## src/hw/rtl/lcm_pkg.sv

```systemverilog
// ----------------------------------------------------------------------------
// Log-scaled colormap package
// Shared widths, codes, request formats and the colour table of the pipeline.
// ----------------------------------------------------------------------------
package lcm_pkg;

    localparam int GAMMA_TABLE_BITS_DEF = 10;

    localparam int DENSITY_W   = 32;
    localparam int CFG_W       = 32;
    localparam int CFG_INDEX_W = 1;

    localparam int EXP_W  = 5;
    localparam int FRAC_W = 16;
    localparam int LOG_W  = EXP_W + FRAC_W;
    localparam int MANT_W = 32;

    localparam int LANES        = 3;
    localparam int LANE_DENSITY = 0;
    localparam int LANE_FLOOR   = 1;
    localparam int LANE_CEILING = 2;

    localparam int Q16_W   = 16;
    localparam int COLOR_W = 8;
    localparam int SEG_W   = 4;

    localparam logic [Q16_W:0]     ONE_Q16    = 17'h10000;
    localparam logic [COLOR_W-1:0] GRAY_LEVEL = 8'd128;
    localparam logic [COLOR_W-1:0] FULL_LEVEL = 8'd255;
    localparam logic [COLOR_W-1:0] ZERO_LEVEL = 8'd0;
    localparam logic [SEG_W-1:0]   SEG_MID    = 4'd5;
    localparam logic [SEG_W-1:0]   SEG_TOP    = 4'd10;

    localparam logic [CFG_W-1:0] FLOOR_RESET   = 32'd1;
    localparam logic [CFG_W-1:0] CEILING_RESET = 32'd10;

    typedef enum logic [CFG_INDEX_W-1:0] {
        REG_DENSITY_FLOOR,
        REG_DENSITY_CEILING
    } lcm_reg_t;

    typedef enum logic [1:0] {
        CLASS_BOTH,
        CLASS_NEITHER,
        CLASS_TERRAIN,
        CLASS_MESH
    } lcm_class_t;

    typedef enum logic [2:0] {
        SEL_MAP,
        SEL_GRAY,
        SEL_BLUE,
        SEL_GREEN,
        SEL_MID,
        SEL_TOP
    } lcm_sel_t;

    typedef struct packed {
        logic       valid;
        lcm_class_t pclass;
        lcm_sel_t   sel;
    } lcm_tag_t;

    typedef struct packed {
        logic                 seen_by_mesh;
        logic                 seen_by_terrain;
        logic [DENSITY_W-1:0] density;
    } lcm_in_t;

    typedef struct packed {
        logic [COLOR_W-1:0] red;
        logic [COLOR_W-1:0] green;
        logic [COLOR_W-1:0] blue;
        logic [1:0]         pixel_class;
    } lcm_out_t;

    // Eleven-point colour scale, packed as {red, green, blue}.
    function automatic logic [3*COLOR_W-1:0] viridis_point(input logic [SEG_W-1:0] seg);
        logic [3*COLOR_W-1:0] c;
        case (seg)
            4'd0:    c = {8'd68,  8'd1,   8'd84};
            4'd1:    c = {8'd71,  8'd15,  8'd107};
            4'd2:    c = {8'd72,  8'd36,  8'd117};
            4'd3:    c = {8'd67,  8'd55,  8'd125};
            4'd4:    c = {8'd56,  8'd75,  8'd126};
            4'd5:    c = {8'd42,  8'd95,  8'd125};
            4'd6:    c = {8'd32,  8'd115, 8'd117};
            4'd7:    c = {8'd34,  8'd135, 8'd97};
            4'd8:    c = {8'd68,  8'd154, 8'd68};
            4'd9:    c = {8'd122, 8'd170, 8'd40};
            4'd10:   c = {8'd253, 8'd231, 8'd37};
            default: c = '0;
        endcase
        return c;
    endfunction

endpackage

```

## src/hw/rtl/lcm_div.sv

```systemverilog
// ----------------------------------------------------------------------------
// Log range normaliser
// Compares the density log against the scale ends, then divides the offset
// by the range with one restoring step per stage, giving a Q0.16 value.
// ----------------------------------------------------------------------------
module lcm_div
(
    input  logic                             clk,
    input  logic                             rst_n,
    input  logic                             en,
    input  lcm_pkg::lcm_tag_t                tag_in,
    input  logic [lcm_pkg::LOG_W-1:0]        dens_log,
    input  logic [lcm_pkg::LOG_W-1:0]        log_floor,
    input  logic [lcm_pkg::LOG_W-1:0]        log_ceiling,
    output lcm_pkg::lcm_tag_t                tag_out,
    output logic [lcm_pkg::Q16_W-1:0]        norm_value
);

    localparam int STAGES = lcm_pkg::Q16_W;
    localparam int W      = lcm_pkg::LOG_W;

    lcm_pkg::lcm_tag_t          tag_reg [0:STAGES];
    logic [W-1:0]               rem_reg [0:STAGES];
    logic [W-1:0]               den_reg [0:STAGES];
    logic [lcm_pkg::Q16_W-1:0]  quo_reg [0:STAGES];

    lcm_pkg::lcm_tag_t          tag0_next;
    logic [W-1:0]               rem0_next;
    logic [W-1:0]               rem_next [1:STAGES];
    logic [lcm_pkg::Q16_W-1:0]  quo_next [1:STAGES];

    // A vanished range gives the middle colour, a density at or above the
    // ceiling the top colour; at or below the floor the offset is zero.
    always_comb
    begin
        tag0_next = tag_in;
        if (tag_in.sel == lcm_pkg::SEL_MAP)
        begin
            if (log_ceiling <= log_floor)
            begin
                tag0_next.sel = lcm_pkg::SEL_MID;
            end
            else if (dens_log >= log_ceiling)
            begin
                tag0_next.sel = lcm_pkg::SEL_TOP;
            end
        end
        rem0_next = (dens_log > log_floor) ? (dens_log - log_floor) : '0;
    end

    always_comb
    begin
        logic [W:0] shifted;
        for (int k = 1; k <= STAGES; k++)
        begin
            shifted = {rem_reg[k-1], 1'b0};
            if (shifted >= {1'b0, den_reg[k-1]})
            begin
                rem_next[k] = W'(shifted - {1'b0, den_reg[k-1]});
                quo_next[k] = {quo_reg[k-1][lcm_pkg::Q16_W-2:0], 1'b1};
            end
            else
            begin
                rem_next[k] = shifted[W-1:0];
                quo_next[k] = {quo_reg[k-1][lcm_pkg::Q16_W-2:0], 1'b0};
            end
        end
    end

    always_ff @(posedge clk or negedge rst_n)
    begin
        if (!rst_n)
        begin
            for (int k = 0; k <= STAGES; k++)
            begin
                tag_reg[k] <= '0;
            end
        end
        else if (en)
        begin
            tag_reg[0] <= tag0_next;
            for (int k = 1; k <= STAGES; k++)
            begin
                tag_reg[k] <= tag_reg[k-1];
            end
        end
    end

    always_ff @(posedge clk)
    begin
        if (en)
        begin
            rem_reg[0] <= rem0_next;
            den_reg[0] <= log_ceiling - log_floor;
            quo_reg[0] <= '0;
            for (int k = 1; k <= STAGES; k++)
            begin
                rem_reg[k] <= rem_next[k];
                den_reg[k] <= den_reg[k-1];
                quo_reg[k] <= quo_next[k];
            end
        end
    end

    assign tag_out    = tag_reg[STAGES];
    assign norm_value = quo_reg[STAGES];

endmodule

```

## config.mk

```make
export PLATFORM = sky130hd
export DESIGN_NAME = lcm_div
export DESIGN_NICKNAME = d
export VERILOG_FILES = /design/src/hw/rtl/lcm_pkg.sv /design/src/hw/rtl/lcm_div.sv
export SDC_FILE = /design/constraint.sdc
export NUM_CORES = 2
export LEC_CHECK = 0
export BUFFER_PORTS_ARGS = -buffer_cell sky130_fd_sc_hd__buf_2
export CORE_MARGIN = 8
export CORE_UTILIZATION = 55
export CTS_CLUSTER_DIAMETER = 50
export CTS_CLUSTER_SIZE = 14
export DETAILED_ROUTE_END_ITERATION = 16
export GPL_ROUTABILITY_DRIVEN = 1
export PLACE_DENSITY = 0.71
export SYNTH_ARGS = -nofsm -noshare
export SYNTH_HDL_FRONTEND = slang
export SYNTH_SLANG_ARGS = --single-unit
```

## constraint.sdc

```tcl
create_clock -name clk -period 6.8 [get_ports clk]
set_input_delay 0.34 -clock clk [delete_from_list [all_inputs] [get_ports clk]]
set_output_delay 0.34 -clock clk [all_outputs]
set_load 0.005 [all_outputs]
```

* Yosys cells after proc, flatten, opt, wreduce, memory -nomap -nowiden
Memory sizes are Yosys's and may differ from the RTL's. Cells that the tools add are included.
Word-level totals: output and inout port bits 22, register bits 102, memories kept 3, memory bits (writable) 986, word-level logic and storage cells 130, input port bits 72
Memory list:
- den_reg | words 17, width 21, rd ports 16, clocked after memory_dff 0, write ports 17, line lcm_div.sv:24 | logic [W-1:0] den_reg [0:STAGES];
- rem_reg | words 17, width 21, rd ports 16, clocked after memory_dff 0, write ports 17, line lcm_div.sv:23 | logic [W-1:0] rem_reg [0:STAGES];
- quo_reg | words 17, width 16, rd ports 17, clocked after memory_dff 0, write ports 17, line lcm_div.sv:25 | logic [lcm_pkg::Q16_W-1:0] quo_reg [0:STAGES];
Operators by class: order comparisons 19, muxes and demuxes 38, add/sub/neg operators 18, reduce and logical (&&, ||, !) cells 1
Operators with widths (count):
- subtractor 21 bit | 18
- 2-to-1 mux 21 bit | 17
- >= comparator 22 x 21 -> 1 bit | 16
- >= comparator 21 bit | 1
- > comparator 21 bit | 1
- less-or-equal comparator 21 bit | 1
- 2-to-1 mux 1 bit | 18
- 2-to-1 mux 3 bit | 3
- zero test 3 bit | 1

* Longest topological paths before layout
depth in word-level cells 4, mapped depth 12, depth with buffers taken out 11

* Least setup slack after synthesis
Ideal clock, no wire load.
path kind flip-flop to flip-flop, from memory rem_reg[0][109] in the netlist's numbering, to memory rem_reg[0][129] in the netlist's numbering (data pin), cell stages (with the launch flop) 10, arrival 2619 ps, data required time 6538 ps, period minus slack after synthesis 2881 ps, setup time 262 ps, buffers on the path 1, slack 3919 ps, cells stage by stage edfxtp_1 -> ha_1 -> a21o_1 -> a21o_1 -> a211oi_4 -> o31ai_4 -> a2111oi_4 -> or2_4 -> buf_6 -> mux2_1
RTL lines (line):
- from (decl) | lcm_div.sv:23

==> results.txt <==
The width of the chip works out to 322 um. 94 I/O pins were placed. After clock tree synthesis, the clock-pin slew on the worst setup and hold paths is 0.06 ns.

For the number of antenna violations at the first check in global routing, the log shows 1. In the synthesized netlist the dominant register cell turns out to be sky130_fd_sc_hd__edfxtp_1. Timing would allow up to 262 MHz.

The analysis attributes to cell leakage a power of 23.5 nW. The number of max-slew violations in the final report is 0, and the synthesized netlist cell count is 4452. The post-layout minimum cycle time was 3.82 ns.

At the pin with the least slew margin, the transition time is 1.06 ns. The repair_antennas step left the layout with diodes totalling 0. The tools report the final instance count without filler cells as 5919. The count of warnings emitted by yosys came out at 0.

The worst-case clock buffer depth was 3; the critical path required time was 7.22 ns. Across the run, the number of max-cap violations was 0. The area share of the largest cell type after synthesis works out to 0.472. In the final timing run, aggregate negative setup slack is 0 ns. The logs give 0.522 for the sequential-to-total area share from yosys stat and 5 for the number of iterations in the first detailed-routing pass. In the layout the commonest cells are 808 x sky130_fd_sc_hd__edfxtp_1, 487 x sky130_fd_sc_hd__inv_1, 398 x sky130_fd_sc_hd__ha_1. Entering global routing, the biggest net connects 196 pins. The fraction of the mapped netlist area in compound gates was 0.137.

In this run the remaining antenna-violating nets after routing total 0. The run gives 0.67 ns as the clock insertion delay at the later pin of the skew report. The maximum level of the CTS H-tree was 3. The mean number of vias per cell was 5.70. Share of the synthesized netlist area taken by xor and xnor gates: 0.0429.

The arrival time at the worst endpoint is 4.23 ns. From synthesis to final layout, the design area changed by 10.3%. Counting the buffers created by CTS gives 101. The ratio of total power to cell area was 465 nW/um^2. Counting flops with a built-in enable in the synthesized netlist gives 808. The final critical-path share of the clock period is 0.561, and the worst slew margin relative to its limit is 0.292.

A synthesized cell averages 11.5 sq um. The adder and majority cell fraction of the synthesized area came out at 0.104. The number of nets in the final layout is 5074, and the maximum fanout along the worst path is 19. The most common cell after layout, fill and taps aside is sky130_fd_sc_hd__edfxtp_1. VDD sags by at most 0.250 mV.

The layout has 7368 filler cells. For the number of core rows, the log shows 112. The overall die height is 322 um.

Summed over all instances, the cell type with the most area after synthesis is sky130_fd_sc_hd__edfxtp_1. The DRC violation count after routing came out at 0. Beginning of the worst register-to-register path: rem_reg[0][232]. After the first detailed-routing iteration, the DRC count stood at 2544.

The run finished with clean final reports. The worst setup path is captured at a register. The startpoint identified for the worst hold timing path is log_floor[0]. The total routing usage reported by global routing is 0.200. In the final routed layout, each cell accounts on average for 17.8 um. Setup violations remaining at the end of the flow were counted as 0.

By area, the combinational part of the netlist is dominated by compound AO/OA/AOI/OAI gates. The core region is 92900 sq um. For hold timing, the worst endpoint is rem_reg[0][0].

The depth of the worst register-to-register path came out at 9. The simple-gate share of the synthesized area was 0.0911. The number of gates resized after CTS is 0. In this run, synthesis produced a sequential element count of 910. HPWL reported at the end of detailed placement: 78600 um.

The share of synthesized flip-flops with an asynchronous set or reset is 0.112. Yosys attributes the largest share of cell area to sky130_fd_sc_hd__edfxtp_1 47%, sky130_fd_sc_hd__ha_1 9.7%, sky130_fd_sc_hd__dfrtp_1 5.0%. After global routing the overflow that remains totals 0.

The ratio of cells with drive above 1 in the final layout is 0.118, and the effective utilization at floorplan is 0.553. The tools report the via count of the first global-routing pass as 32561. The slack of the worst reg-to-reg path came out at 2.98 ns. The tree is rooted in a sky130_fd_sc_hd__clkbuf_16. In this run the tool buffered the top-level ports with 93 buffer cells. The critical path is of the reg2reg type.

Setup repair after global routing left no endpoint under its margin. In this run the critical register-to-register path is captured at rem_reg[0][260]. Detailed routing inserted a total of 33761 vias. Number of cells on the worst hold path: 3.

Across the routed clock network, the largest skew measured is 0.0205 ns. The run gives 0.905 as the placer congestion estimate. Summing every instance area after synthesis gives 51400 sq um. Global-route wire length before repair: 169000 um.

The run gives 5732 as the number of placed instances with taps included. The count of distinct cell types in the synthesized netlist is 91. The post-synthesis mux area share was 0.0598. The min-delay analysis places its worst path in the category in2reg. TritonCTS built the clock tree. The number of failing hold endpoints at the final stage is 0. For the total nets after synthesis, the log shows 4939. The number of clock sinks came out at 910.

The sort of element at the start of the critical path was a register. Wires add up to 105000 um. The floorplan step defined a die boundary enclosing 103000 sq um.
[where the power goes]
part	leakage, nW	switching, W	internal [W]	total (W)
Sequential	9.11	0.000974	0.00837	0.00935
Combinational	12.8	0.00631	0.00521	0.0115
Clock	1.66	0.00232	0.00318	0.00550
[Yosys cell counts, drive strengths merged (13+ instances only)]
| cell | n |
|---|---|
| edfxtp | 808 |
| o21bai | 31 |
| dfrtp | 102 |
| o21ai | 222 |
| o31a | 15 |
| o211ai | 39 |
| a21oi | 307 |
| and3 | 34 |
| xor2 | 106 |
| or2 | 15 |
| a21o | 120 |
| nand2b | 46 |
| a211oi | 32 |
| inv | 490 |
| clkbuf | 37 |
| o31ai | 34 |
| nor2 | 301 |
| nand4 | 49 |
| o2111ai | 13 |
| nand2 | 197 |
| a211o | 15 |
| a21boi | 20 |
| o21a | 70 |
| mux2i | 14 |
| or3 | 34 |
| xnor2 | 146 |
| o41ai | 14 |
| nand3 | 74 |
| a31oi | 38 |
| ha | 398 |
| buf | 49 |
| nor2b | 60 |
| and2 | 19 |
| fa | 17 |
| nor3 | 80 |
| mux2 | 255 |
[critical path, cell delays in order (launching register included)]
cell and delay, ns:
sky130_fd_sc_hd__edfxtp_1 0.39, sky130_fd_sc_hd__ha_1 0.37, sky130_fd_sc_hd__nor2b_1 0.16, sky130_fd_sc_hd__o21ai_0 0.28, sky130_fd_sc_hd__a21oi_1 0.16, sky130_fd_sc_hd__o41ai_1 0.68, sky130_fd_sc_hd__a221oi_1 0.23, sky130_fd_sc_hd__o21ai_2 0.61
sky130_fd_sc_hd__buf_4 0.34, sky130_fd_sc_hd__mux2_2 0.36
[how the worst max path moves through the flow]
| stage | depth (start not counted) | slack [ns] | endpoint | start |
|---|---|---|---|---|
| final | 9 | 2.98 | rem_reg[0][260] | rem_reg[0][232] |
| after global routing | 9 | 2.76 | rem_reg[0][278] | den_reg[0][252] |
| after CTS | 9 | 3.03 | rem_reg[0][23] | den_reg[0][0] |
| after detailed placement | 9 | 3.05 | rem_reg[0][23] | den_reg[0][0] |
| after global placement | 9 | 3.10 | rem_reg[0][260] | rem_reg[0][232] |
| after floorplan | 9 | 3.92 | rem_reg[0][129] | rem_reg[0][109] |
[per-stage QoR]
step | hold WS (ns) | utilization | setup slack [ns] | power (W) | area [sq um]
after floorplan | 0.0444 | - | 3.92 | 0.0181 | 51400
after global placement | 0.337 | 0.573 | 3.10 | 0.0206 | 53200
after detailed placement | 0.341 | 0.573 | 3.05 | 0.0208 | 53200
after CTS | 0.116 | 0.610 | 3.03 | 0.0264 | 56700
after global routing | 0.144 | 0.610 | 2.76 | 0.0281 | 56700
final | 0.151 | 0.610 | 2.98 | 0.0264 | 56700
[metal layers]
layer	vias to the layer above	GRT usage	wire, um
li1	16660	-	-
met1	16043	0.273	47900
met2	860	0.325	47900
met3	198	0.0286	5800
met4	0	0.0767	3790
met5	-	0	0
[cell families after synthesis]
family                     after synthesis
and+or+nand+nor                        965
buffers and inverters                  576
xor gates and xnor gates               252
muxes                                  269
AOI/OAI and AO/OA                     1065
DFF                                    910
adders and majority gates              415
[layout make-up]
class,count,area (sq um),area share
clock buffer,114,2700,0.0476
clock inverter,67,697,0.0123
inverter,490,1840,0.0324
multi-input combinational,2966,22300,0.394
sequential,910,26800,0.473
tap,1254,1570,0.0277
timing repair buffer,118,731,0.0129
[timing repair]
action / 4_1_cts / 5_1_grt
setup buffers: 0 / 0
endpoints found under the hold margin: 46 / 0
hold buffers: 6 / 0
Note: power is estimated with default switching activity, not from simulation.
